File: src/sv/dtbsp_pkg.sv
// Shared types and constants of the devicetree blob structure parser.
package dtbsp_pkg;

   localparam int NODE_LIMIT_DEFAULT = 128;
   localparam int PROPERTY_LIMIT = 256;

   localparam logic [31:0] MAGIC_WORD = 32'hD00DFEED;
   localparam logic [31:0] TOKEN_BEGIN_NODE = 32'd1;
   localparam logic [31:0] TOKEN_END_NODE = 32'd2;
   localparam logic [31:0] TOKEN_PROPERTY = 32'd3;
   localparam logic [31:0] TOKEN_NOP = 32'd4;
   localparam logic [31:0] TOKEN_END = 32'd9;

   localparam logic [2:0] EVENT_NODE_BEGIN = 3'd0;
   localparam logic [2:0] EVENT_PROPERTY = 3'd1;
   localparam logic [2:0] EVENT_NODE_END = 3'd2;
   localparam logic [2:0] EVENT_FINISHED = 3'd3;
   localparam logic [2:0] EVENT_ERROR = 3'd4;

   localparam logic [1:0] STATUS_OK = 2'd0;
   localparam logic [1:0] STATUS_BAD_MAGIC = 2'd1;
   localparam logic [1:0] STATUS_TRUNCATED = 2'd2;
   localparam logic [1:0] STATUS_BAD_TOKEN = 2'd3;

   localparam int RSP_FIFO_DEPTH = 4;
   localparam int FIFO_PTR_W = $clog2(RSP_FIFO_DEPTH);
   localparam int FIFO_CNT_W = $clog2(RSP_FIFO_DEPTH + 1);

   typedef struct packed {
      logic [31:0] blob_word;
      logic        final_word;
   } req_type;

   typedef struct packed {
      logic [2:0]  event_kind;
      logic [1:0]  status_code;
      logic [6:0]  node_number;
      logic [7:0]  property_number;
      logic [7:0]  nest_depth;
      logic [32:0] name_offset;
      logic [31:0] value_offset;
      logic [31:0] value_length;
      logic        run_end;
   } rsp_type;

   typedef struct packed {
      logic [1:0] count;
      rsp_type    first;
      rsp_type    second;
   } rsp_pair_type;

   typedef struct packed {
      logic       push;
      logic       pop;
      logic [6:0] node;
   } stack_cmd_type;

   function automatic rsp_type error_record(logic [1:0] status);
      rsp_type r;
      r = '0;
      r.event_kind = EVENT_ERROR;
      r.status_code = status;
      return r;
   endfunction

endpackage

File: src/sv/dtbsp_stack.sv
// Stack of open node numbers: top and next entry in registers, the rest in memory.
module dtbsp_stack import dtbsp_pkg::*; #(
   parameter int NODE_LIMIT = NODE_LIMIT_DEFAULT
) (
   input  logic          clock,
   input  stack_cmd_type cmd,
   input  logic [7:0]    depth,
   output logic [6:0]    top_node
);

   localparam int ADDR_W = (NODE_LIMIT > 1) ? $clog2(NODE_LIMIT) : 1;

   logic [6:0]        stack_mem [NODE_LIMIT];
   logic [6:0]        top_ff;
   logic [6:0]        below_ff;
   logic [ADDR_W-1:0] wr_addr;
   logic [ADDR_W-1:0] rd_addr;

   assign wr_addr = ADDR_W'(depth - 8'd1);
   assign rd_addr = ADDR_W'(depth - 8'd3);
   assign top_node = top_ff;

   always_ff @(posedge clock) begin
      if (cmd.push) begin
         if (depth != 8'd0) begin
            stack_mem[wr_addr] <= top_ff;
         end
         below_ff <= top_ff;
         top_ff <= cmd.node;
      end else if (cmd.pop) begin
         top_ff <= below_ff;
         if (depth >= 8'd3) begin
            below_ff <= stack_mem[rd_addr];
         end
      end
   end

endmodule

File: src/sv/dtbsp_parser.sv
// Per-word header check and structure block walk, up to two records per word.
module dtbsp_parser import dtbsp_pkg::*; #(
   parameter int NODE_LIMIT = NODE_LIMIT_DEFAULT
) (
   input  logic         clock,
   input  logic         reset,
   input  logic         fire,
   input  req_type      item,
   output rsp_pair_type pair
);

   typedef enum logic [3:0] {
      PH_MAGIC, PH_HEADER, PH_SKIP, PH_ROOT, PH_NAME, PH_BODY,
      PH_CHILD, PH_PLEN, PH_PNAME, PH_VALUE, PH_TAIL, PH_DONE
   } phase_type;

   phase_type     phase_ff, phase_in, eff_phase;
   logic [29:0]   position_ff, position_in;
   logic [31:0]   total_size_ff, total_size_in;
   logic [29:0]   struct_word_ff, struct_word_in;
   logic [31:0]   strings_ff, strings_in;
   logic [7:0]    depth_ff, depth_in;
   logic [7:0]    nodes_ff, nodes_in;
   logic [8:0]    props_ff, props_in;
   logic [30:0]   words_left_ff, words_left_in;
   logic [31:0]   value_len_ff, value_len_in;

   logic [31:0]   word;
   logic [31:0]   byte_here;
   logic [32:0]   byte_next;
   logic [8:0]    props_m1;
   logic          past_end;
   logic          has_zero;
   logic          want_begin;
   logic          want_end;
   logic          word_hit;
   logic          final_hit;
   rsp_type       word_rec;
   rsp_type       final_rec;
   stack_cmd_type stack_cmd;
   stack_cmd_type stack_cmd_gated;
   logic [6:0]    top_node;

   assign word = item.blob_word;
   assign byte_here = {position_ff, 2'b00};
   assign byte_next = {1'b0, byte_here} + 33'd4;
   assign past_end = byte_next > {1'b0, total_size_ff};
   assign has_zero = (word[31:24] == 8'd0) || (word[23:16] == 8'd0) ||
                     (word[15:8] == 8'd0) || (word[7:0] == 8'd0);
   assign props_m1 = props_ff - 9'd1;
   assign final_rec = error_record(STATUS_TRUNCATED);

   always_comb begin
      phase_in = phase_ff;
      position_in = position_ff;
      total_size_in = total_size_ff;
      struct_word_in = struct_word_ff;
      strings_in = strings_ff;
      depth_in = depth_ff;
      nodes_in = nodes_ff;
      props_in = props_ff;
      words_left_in = words_left_ff;
      value_len_in = value_len_ff;
      word_rec = '0;
      word_hit = 1'b0;
      final_hit = 1'b0;
      want_begin = 1'b0;
      want_end = 1'b0;
      stack_cmd = '0;
      eff_phase = phase_ff;
      if (phase_ff == PH_SKIP && position_ff >= struct_word_ff) begin
         eff_phase = PH_ROOT;
      end

      if (phase_ff == PH_MAGIC) begin
         if (word != MAGIC_WORD) begin
            phase_in = PH_DONE;
            word_hit = 1'b1;
            word_rec = error_record(STATUS_BAD_MAGIC);
         end else begin
            phase_in = PH_HEADER;
         end
      end else if (phase_ff == PH_HEADER) begin
         if (position_ff == 30'd1) begin
            total_size_in = word;
         end else if (position_ff == 30'd2) begin
            struct_word_in = word[31:2];
         end else begin
            strings_in = word;
            phase_in = PH_SKIP;
         end
      end else if (phase_ff != PH_DONE && eff_phase != PH_SKIP) begin
         phase_in = eff_phase;
         if (past_end) begin
            phase_in = PH_DONE;
            word_hit = 1'b1;
            word_rec = error_record(STATUS_TRUNCATED);
         end else begin
            unique case (eff_phase)
               PH_ROOT: begin
                  if (word == TOKEN_BEGIN_NODE) begin
                     want_begin = 1'b1;
                  end else if (word != TOKEN_NOP) begin
                     phase_in = PH_DONE;
                     word_hit = 1'b1;
                     word_rec = error_record(STATUS_BAD_TOKEN);
                  end
               end
               PH_NAME: begin
                  if (has_zero) begin
                     phase_in = PH_BODY;
                  end
               end
               PH_BODY: begin
                  if (word == TOKEN_PROPERTY) begin
                     if (props_ff >= 9'(PROPERTY_LIMIT)) begin
                        phase_in = PH_DONE;
                        word_hit = 1'b1;
                        word_rec = error_record(STATUS_TRUNCATED);
                     end else begin
                        props_in = props_ff + 9'd1;
                        phase_in = PH_PLEN;
                     end
                  end else if (word == TOKEN_BEGIN_NODE) begin
                     want_begin = 1'b1;
                  end else if (word == TOKEN_END_NODE) begin
                     want_end = 1'b1;
                  end else if (word != TOKEN_NOP) begin
                     phase_in = PH_DONE;
                     word_hit = 1'b1;
                     word_rec = error_record(STATUS_BAD_TOKEN);
                  end
               end
               PH_CHILD: begin
                  if (word == TOKEN_BEGIN_NODE) begin
                     want_begin = 1'b1;
                  end else if (word == TOKEN_END_NODE) begin
                     want_end = 1'b1;
                  end else if (word != TOKEN_NOP) begin
                     phase_in = PH_DONE;
                     word_hit = 1'b1;
                     word_rec = error_record(STATUS_BAD_TOKEN);
                  end
               end
               PH_PLEN: begin
                  value_len_in = word;
                  phase_in = PH_PNAME;
               end
               PH_PNAME: begin
                  word_hit = 1'b1;
                  word_rec.event_kind = EVENT_PROPERTY;
                  word_rec.node_number = top_node;
                  word_rec.property_number = props_m1[7:0];
                  word_rec.nest_depth = depth_ff - 8'd1;
                  word_rec.name_offset = {1'b0, strings_ff} + {1'b0, word};
                  word_rec.value_offset = byte_next[31:0];
                  word_rec.value_length = value_len_ff;
                  words_left_in = {1'b0, value_len_ff[31:2]} +
                                  31'(value_len_ff[1:0] != 2'd0);
                  phase_in = (words_left_in != 31'd0) ? PH_VALUE : PH_BODY;
               end
               PH_VALUE: begin
                  words_left_in = words_left_ff - 31'd1;
                  if (words_left_ff == 31'd1) begin
                     phase_in = PH_BODY;
                  end
               end
               default: begin
                  if (word == TOKEN_END) begin
                     phase_in = PH_DONE;
                     word_hit = 1'b1;
                     word_rec.event_kind = EVENT_FINISHED;
                  end else if (word != TOKEN_NOP) begin
                     phase_in = PH_DONE;
                     word_hit = 1'b1;
                     word_rec = error_record(STATUS_BAD_TOKEN);
                  end
               end
            endcase

            if (want_begin) begin
               if (nodes_ff >= 8'(NODE_LIMIT)) begin
                  phase_in = PH_DONE;
                  word_hit = 1'b1;
                  word_rec = error_record(STATUS_TRUNCATED);
               end else begin
                  word_hit = 1'b1;
                  word_rec.event_kind = EVENT_NODE_BEGIN;
                  word_rec.node_number = nodes_ff[6:0];
                  word_rec.nest_depth = depth_ff;
                  word_rec.name_offset = byte_next;
                  stack_cmd.push = 1'b1;
                  stack_cmd.node = nodes_ff[6:0];
                  nodes_in = nodes_ff + 8'd1;
                  depth_in = depth_ff + 8'd1;
                  phase_in = PH_NAME;
               end
            end
            if (want_end) begin
               depth_in = depth_ff - 8'd1;
               word_hit = 1'b1;
               word_rec.event_kind = EVENT_NODE_END;
               word_rec.node_number = top_node;
               word_rec.nest_depth = depth_in;
               stack_cmd.pop = 1'b1;
               phase_in = (depth_in == 8'd0) ? PH_TAIL : PH_CHILD;
            end
         end
      end

      if (phase_in != PH_DONE) begin
         position_in = position_ff + 30'd1;
      end

      if (item.final_word) begin
         final_hit = (phase_in != PH_DONE);
         phase_in = PH_MAGIC;
         position_in = '0;
         total_size_in = '0;
         struct_word_in = '0;
         strings_in = '0;
         depth_in = '0;
         nodes_in = '0;
         props_in = '0;
         words_left_in = '0;
         value_len_in = '0;
      end
   end

   always_comb begin
      pair.count = fire ? (2'(word_hit) + 2'(final_hit)) : 2'd0;
      pair.first = word_hit ? word_rec : final_rec;
      pair.first.run_end = !(word_hit && final_hit);
      pair.second = final_rec;
      pair.second.run_end = 1'b1;
      stack_cmd_gated = stack_cmd;
      stack_cmd_gated.push = stack_cmd.push && fire;
      stack_cmd_gated.pop = stack_cmd.pop && fire;
   end

   always_ff @(posedge clock) begin
      if (reset) begin
         phase_ff <= PH_MAGIC;
         position_ff <= '0;
         total_size_ff <= '0;
         struct_word_ff <= '0;
         strings_ff <= '0;
         depth_ff <= '0;
         nodes_ff <= '0;
         props_ff <= '0;
         words_left_ff <= '0;
         value_len_ff <= '0;
      end else if (fire) begin
         phase_ff <= phase_in;
         position_ff <= position_in;
         total_size_ff <= total_size_in;
         struct_word_ff <= struct_word_in;
         strings_ff <= strings_in;
         depth_ff <= depth_in;
         nodes_ff <= nodes_in;
         props_ff <= props_in;
         words_left_ff <= words_left_in;
         value_len_ff <= value_len_in;
      end
   end

   dtbsp_stack #(
      .NODE_LIMIT (NODE_LIMIT)
   ) u_stack (
      .clock    (clock),
      .cmd      (stack_cmd_gated),
      .depth    (depth_ff),
      .top_node (top_node)
   );

`ifndef SYNTH
   a_depth_le_nodes: assert property (@(posedge clock) disable iff (reset)
      depth_ff <= nodes_ff)
      else $error("open node depth exceeds nodes begun");
   a_nodes_le_limit: assert property (@(posedge clock) disable iff (reset)
      nodes_ff <= 8'(NODE_LIMIT))
      else $error("node count past limit");
   a_props_le_limit: assert property (@(posedge clock) disable iff (reset)
      props_ff <= 9'(PROPERTY_LIMIT))
      else $error("property count past limit");
`endif

endmodule

File: src/sv/dtbsp_fifo.sv
// Result queue taking up to two records per cycle and handing out one while rsp_ready is high.
module dtbsp_fifo import dtbsp_pkg::*; (
   input  logic         clock,
   input  logic         reset,
   input  rsp_pair_type pair,
   output logic         room,
   output logic         rsp_valid,
   input  logic         rsp_ready,
   output rsp_type      rsp_data
);

   rsp_type               entries_ff [RSP_FIFO_DEPTH];
   logic [FIFO_PTR_W-1:0] wr_ptr_ff, wr_ptr_in;
   logic [FIFO_PTR_W-1:0] rd_ptr_ff, rd_ptr_in;
   logic [FIFO_CNT_W-1:0] count_ff, count_in;
   logic                  pop;

   assign rsp_valid = count_ff != '0;
   assign rsp_data = entries_ff[rd_ptr_ff];
   assign pop = rsp_valid && rsp_ready;
   assign room = count_ff <= FIFO_CNT_W'(RSP_FIFO_DEPTH - 2);
   assign wr_ptr_in = wr_ptr_ff + FIFO_PTR_W'(pair.count);
   assign rd_ptr_in = rd_ptr_ff + FIFO_PTR_W'(pop);
   assign count_in = count_ff + FIFO_CNT_W'(pair.count) - FIFO_CNT_W'(pop);

   always_ff @(posedge clock) begin
      if (reset) begin
         wr_ptr_ff <= '0;
         rd_ptr_ff <= '0;
         count_ff <= '0;
      end else begin
         wr_ptr_ff <= wr_ptr_in;
         rd_ptr_ff <= rd_ptr_in;
         count_ff <= count_in;
      end
   end

   always_ff @(posedge clock) begin
      if (pair.count != 2'd0) begin
         entries_ff[wr_ptr_ff] <= pair.first;
      end
      if (pair.count == 2'd2) begin
         entries_ff[wr_ptr_ff + FIFO_PTR_W'(1)] <= pair.second;
      end
   end

`ifndef SYNTH
   a_count_bound: assert property (@(posedge clock) disable iff (reset)
      count_ff <= FIFO_CNT_W'(RSP_FIFO_DEPTH))
      else $error("result queue count past depth");
   a_push_has_room: assert property (@(posedge clock) disable iff (reset)
      pair.count != 2'd0 |-> room)
      else $error("result queue written without room");
`endif

endmodule

File: src/sv/devicetree_blob_structure_parser.sv
// Top level: input register, parser with node stack, result queue.
// A word's records pass from the input register through the parser into the result queue before rsp.
// Throughput: one blob word per cycle while the result queue has room.
// The queue takes a word's records only with room for two, so req_ready follows queue room while a word is held.
// Reset: synchronous, clears parser phase, counters and queue; no clearing pass.
// A final word rearms the parser for the next blob on the following cycle.
module devicetree_blob_structure_parser import dtbsp_pkg::*; #(
   parameter int NODE_LIMIT = NODE_LIMIT_DEFAULT
) (
   input  logic    clock,
   input  logic    reset,
   input  logic    req_valid,
   output logic    req_ready,
   input  req_type req_data,
   output logic    rsp_valid,
   input  logic    rsp_ready,
   output rsp_type rsp_data
);

   logic         item_valid_ff;
   req_type      item_ff;
   logic         room;
   logic         fire;
   rsp_pair_type pair;

   assign fire = item_valid_ff && room;
   assign req_ready = !item_valid_ff || room;

   always_ff @(posedge clock) begin
      if (reset) begin
         item_valid_ff <= 1'b0;
      end else if (req_ready) begin
         item_valid_ff <= req_valid;
      end
   end

   always_ff @(posedge clock) begin
      if (req_valid && req_ready) begin
         item_ff <= req_data;
      end
   end

   dtbsp_parser #(
      .NODE_LIMIT (NODE_LIMIT)
   ) u_parser (
      .clock (clock),
      .reset (reset),
      .fire  (fire),
      .item  (item_ff),
      .pair  (pair)
   );

   dtbsp_fifo u_fifo (
      .clock     (clock),
      .reset     (reset),
      .pair      (pair),
      .room      (room),
      .rsp_valid (rsp_valid),
      .rsp_ready (rsp_ready),
      .rsp_data  (rsp_data)
   );

endmodule

File: config.mk
export PLATFORM = sky130hd
export DESIGN_NAME = devicetree_blob_structure_parser
export DESIGN_NICKNAME = d
export VERILOG_FILES = /design/src/sv/dtbsp_pkg.sv /design/src/sv/dtbsp_stack.sv /design/src/sv/dtbsp_parser.sv /design/src/sv/dtbsp_fifo.sv /design/src/sv/devicetree_blob_structure_parser.sv
export SDC_FILE = /design/constraint.sdc
export NUM_CORES = 2
export LEC_CHECK = 0
export BUFFER_PORTS_ARGS = -buffer_cell sky130_fd_sc_hd__buf_2
export CAP_MARGIN = 20
export CORE_ASPECT_RATIO = 2
export CORE_MARGIN = 2
export CORE_UTILIZATION = 45
export DETAILED_ROUTE_END_ITERATION = 10
export HOLD_SLACK_MARGIN = 0.03
export PLACE_DENSITY = 0.61
export REMOVE_ABC_BUFFERS = 1
export SYNTH_ARGS = -nofsm -noshare
export SYNTH_HDL_FRONTEND = slang
export SYNTH_SLANG_ARGS = --single-unit
File: constraint.sdc
create_clock -name clock -period 6.2 [get_ports clock]
set_input_delay 0.31 -clock clock [delete_from_list [all_inputs] [get_ports clock]]
set_output_delay 0.31 -clock clock [all_outputs]
set_load 0.005 [all_outputs]
==> out/results.txt <==
category of the critical setup timing path - reg2reg
area delta synth->final - 16.6%
Setup crit start kind - register
class of the worst hold path - in2reg
Stages on worst setup path - 27
number of synthesized flops with an enable pin - 943
Avg Inst Size Synth - 12.1 um2
Data arrival, critical path - 6710 ps
buffer type at the clock tree root - sky130_fd_sc_hd__clkbuf_16
Setup violations, final - 0
detailed-route via count - 52500
cell row count - 209
final design area excluding fillers - 85600 um2
top post-synthesis cells by area - sky130_fd_sc_hd__edfxtp_1 39%, sky130_fd_sc_hd__dfxtp_1 20%, sky130_fd_sc_hd__mux4_2 13%, sky130_fd_sc_hd__a21oi_1 3.4%, sky130_fd_sc_hd__nor2_1 3.3%
Seq/Total Area, Yosys - 0.582
HPWL after DPL - 171 mm
core region area - 162000 um2
synth warn - 0
last weighted congestion value of the routability-driven placer - 1.01
fraction of layout cells with a size suffix above 1 - 0.218
top flip-flop cell by instance count after synthesis - sky130_fd_sc_hd__edfxtp_1
area share of the largest cell type after synthesis - 0.386
crit path max-delay cell type - sky130_fd_sc_hd__or4_1
category of cells accounting for the largest share of critical-path delay - simple AND/OR/NAND/NOR gates
Distinct cells, synth - 85
Chip Width - 290 um
largest driver fanout on the critical path - 21
clock latency of the later-clocked register in the worst-skew pair - 830 ps
portion of the clock cycle consumed by the worst path in the final layout - 0.969
number of instances on the worst hold path - 4
overall overflow remaining after global route - 0
cell area after technology mapping - 73400 um2
Total Wirelength - 244 mm
height of the chip - 575 um
number of cells produced by synthesis - 6047
Post-Route Skew - 49.4 ps
number of hold-slack violations in the final timing report - 0
power density over cell area - 279 nW/um2
buffers added on ports - 162
antenna violations before repair - 13
Worst setup EP type - register
number of DRC violations after detailed-routing iteration 0 - 4564
maximum level of the CTS H-tree - 4
leakage component of the power - 0.0258 uW
asr flop ratio synth - 0
required time at the worst-slack endpoint - 6900 ps
dominant cell type by area after synthesis - sky130_fd_sc_hd__edfxtp_1
worst rel slew slack - 0.208
deepest clock path buffer count - 4
run status - completed
global-route wire length before repair - 349 mm
Synth Register Bits - 1663
slowest stage delay, CP - 530 ps
top cell types by occurrence after synthesis - 943 x sky130_fd_sc_hd__edfxtp_1, 720 x sky130_fd_sc_hd__dfxtp_1, 652 x sky130_fd_sc_hd__nor2_1
Clk pin slew, worst setup/hold paths - 60 ps
vias in the first global route - 52700
achievable frequency - 166 MHz
die outline area - 167000 um2
peak supply drop - 322 uV
count of pins on the block boundary - 165
Num CTS Buffers - 158
largest net degree at the start of global routing - 136
Total Routing Usage GR - 0.286
# nets final - 6623
cell count of the worst reg-to-reg path - 27
most common cell in the netlist - sky130_fd_sc_hd__edfxtp_1
setup repair after global routing missed its margin - true
critical path buffer and inverter count - 6
max-slew violation total from the final report - 0
number of remaining DRC errors - 0
transition time at the pin with the least slew margin - 1190 ps
final-layout worst hold slack - 27.1 ps
max-cap viol count - 0
placed cell area - 79700 um2
clock tree from TritonCTS - yes
clk sinks - 1663
initial standard-cell utilization of the core - 0.453
DRT antenna net count - 0
Detailed Routing Iterations Pass 1 - 8
via density per instance - 6.04
post-route minimum period - 6010 ps
WL/cell - 28.0 um
worst reg2reg max path, stage by stage, from the launching register on:
cell and delay, ps:
sky130_fd_sc_hd__dfxtp_1 350, sky130_fd_sc_hd__and4_2 300, sky130_fd_sc_hd__nand4_1 180, sky130_fd_sc_hd__nor4_4 330, sky130_fd_sc_hd__nand3_1 130, sky130_fd_sc_hd__xor2_1 220, sky130_fd_sc_hd__inv_1 90, sky130_fd_sc_hd__ha_1 300
sky130_fd_sc_hd__nand4_1 180, sky130_fd_sc_hd__nor4bb_4 380, sky130_fd_sc_hd__a41o_1 210, sky130_fd_sc_hd__a31oi_1 60, sky130_fd_sc_hd__o31a_1 160, sky130_fd_sc_hd__or4_1 530, sky130_fd_sc_hd__o22a_1 190, sky130_fd_sc_hd__a21boi_2 160
sky130_fd_sc_hd__and3_1 220, sky130_fd_sc_hd__buf_12 140, sky130_fd_sc_hd__nor2_1 110, sky130_fd_sc_hd__ha_1 260, sky130_fd_sc_hd__buf_4 140, sky130_fd_sc_hd__o21ai_2 160, sky130_fd_sc_hd__buf_6 170, sky130_fd_sc_hd__or2_4 190
sky130_fd_sc_hd__buf_12 170, sky130_fd_sc_hd__buf_16 200, sky130_fd_sc_hd__nor2_1 70, sky130_fd_sc_hd__a211o_1 290
path summary, 6_finish.rpt:
path | from | to | slack (ps)
hold reg to reg | u_fifo.entries_ff[3][55] | u_fifo.entries_ff[3][55] | 450
setup reg to reg | u_parser.position_ff[10] | u_fifo.entries_ff[1][125] | 190
hold / removal | rsp_ready | u_fifo.rd_ptr_ff[0] | 30
setup / recovery | u_parser.position_ff[10] | u_fifo.entries_ff[1][125] | 190
flip-flops by register name (all words and copies together), names as in the netlist, 3 cells and up:
| signal | count |
|---|---|
| u_parser.props_ff | 9 |
| u_parser.words_left_ff | 31 |
| u_fifo.count_ff | 3 |
| u_parser.struct_word_ff | 30 |
| u_parser.u_stack.stack_mem | 896 |
| u_parser.value_len_ff | 32 |
| u_parser.depth_ff | 8 |
| u_parser.total_size_ff | 32 |
| u_fifo.entries_ff | 496 |
| u_parser.nodes_ff | 8 |
| u_parser.u_stack.top_node | 7 |
| u_parser.u_stack.below_ff | 7 |
| u_parser.position_ff | 30 |
| u_parser.phase_ff | 4 |
| u_parser.strings_ff | 32 |
| item_ff | 33 |
metrics by stage:
stage          setup slack, ps  total power [uW]  cells  TNS, ps  utilization
4_1_cts                   1.59             23900   8677        0        0.525
3_5_place_dp              -343             14400   8366   -38440        0.492
3_3_place_gp              -266             14400   8365   -11890        0.492
2_1_floorplan           -18260             13300   5581        -            -
5_1_grt                   -189             24500   8698   -30850        0.528
6_report                   193             23900   8700        0        0.528
timing repair:
item	4_1_cts	5_1_grt
setup endpoints to repair	458	557
gates resized for setup	3	37
pin swaps	0	9
endpoints found under the hold margin	59	0
gates cloned	0	6
buffers inserted	0	11
hold buffers	36	0
area by class of cell:
type	instances	area, um2
diodes	3	7.51
inverters	115	432
fillers	13900	76600
flip-flops and latches	1663	42700
well taps	2110	2640
repair buffers	731	6080
clock buffers	209	4370
clock inverters	66	571
multi-input cells	3803	28700
power by group:
| part | internal, uW | leakage (uW) | switching [uW] |
|---|---|---|---|
| Sequential | 11700 | 0.0112 | 201 |
| Combinational | 894 | 0.0121 | 1540 |
| Clock | 5310 | 0.00243 | 4260 |
| Total | 17900 | 0.0258 | 6000 |
cells by family (layout without fill, tap and decap cells):
| group | count (synthesis) | in the layout | synth area share |
|---|---|---|---|
| xor gates and xnor gates | 135 | 135 | 0.0161 |
| other | 1 | 5 | 0.0000511 |
| buffers and inverters | 582 | 1121 | 0.0309 |
| muxes | 527 | 527 | 0.143 |
| and+or+nand+nor | 2039 | 2039 | 0.125 |
| adders and majority gates | 114 | 114 | 0.0196 |
| AOI/OAI and AO/OA | 986 | 986 | 0.0831 |
| DFF | 1663 | 1663 | 0.582 |
per-layer routing:
layer / GRT usage / up-vias / wire length, um
met4: 0.213 / 8 / 22700
met5: 0 / - / 53
met1: 0.290 / 26200 / 78500
met3: 0.0427 / 804 / 13600
li1: - / 23300 / -
met2: 0.523 / 2135 / 129000
cell usage in the layout, fill, tap and decap left out, types with 57 or more instances in the layout:
| cell | synthesis | layout |
|---|---|---|
| sky130_fd_sc_hd__nand4_1 | 77 | 77 |
| sky130_fd_sc_hd__clkbuf_16 | 0 | 168 |
| sky130_fd_sc_hd__nor3_1 | 83 | 76 |
| sky130_fd_sc_hd__buf_2 | 16 | 161 |
| sky130_fd_sc_hd__xnor2_1 | 76 | 72 |
| sky130_fd_sc_hd__buf_12 | 0 | 57 |
| sky130_fd_sc_hd__inv_1 | 115 | 114 |
| sky130_fd_sc_hd__nor2_1 | 652 | 640 |
| sky130_fd_sc_hd__edfxtp_1 | 943 | 943 |
| sky130_fd_sc_hd__a21oi_1 | 499 | 498 |
| sky130_fd_sc_hd__buf_4 | 2 | 458 |
| sky130_fd_sc_hd__nand2_1 | 645 | 642 |
| sky130_fd_sc_hd__mux2i_1 | 103 | 103 |
| sky130_fd_sc_hd__o21ai_0 | 103 | 102 |
| sky130_fd_sc_hd__mux4_2 | 418 | 418 |
| sky130_fd_sc_hd__dfxtp_1 | 720 | 715 |
| sky130_fd_sc_hd__a22oi_1 | 110 | 109 |
| sky130_fd_sc_hd__ha_1 | 112 | 111 |
| sky130_fd_sc_hd__nand3_1 | 308 | 307 |
No activity file was read; power rests on OpenSTA's default activity.
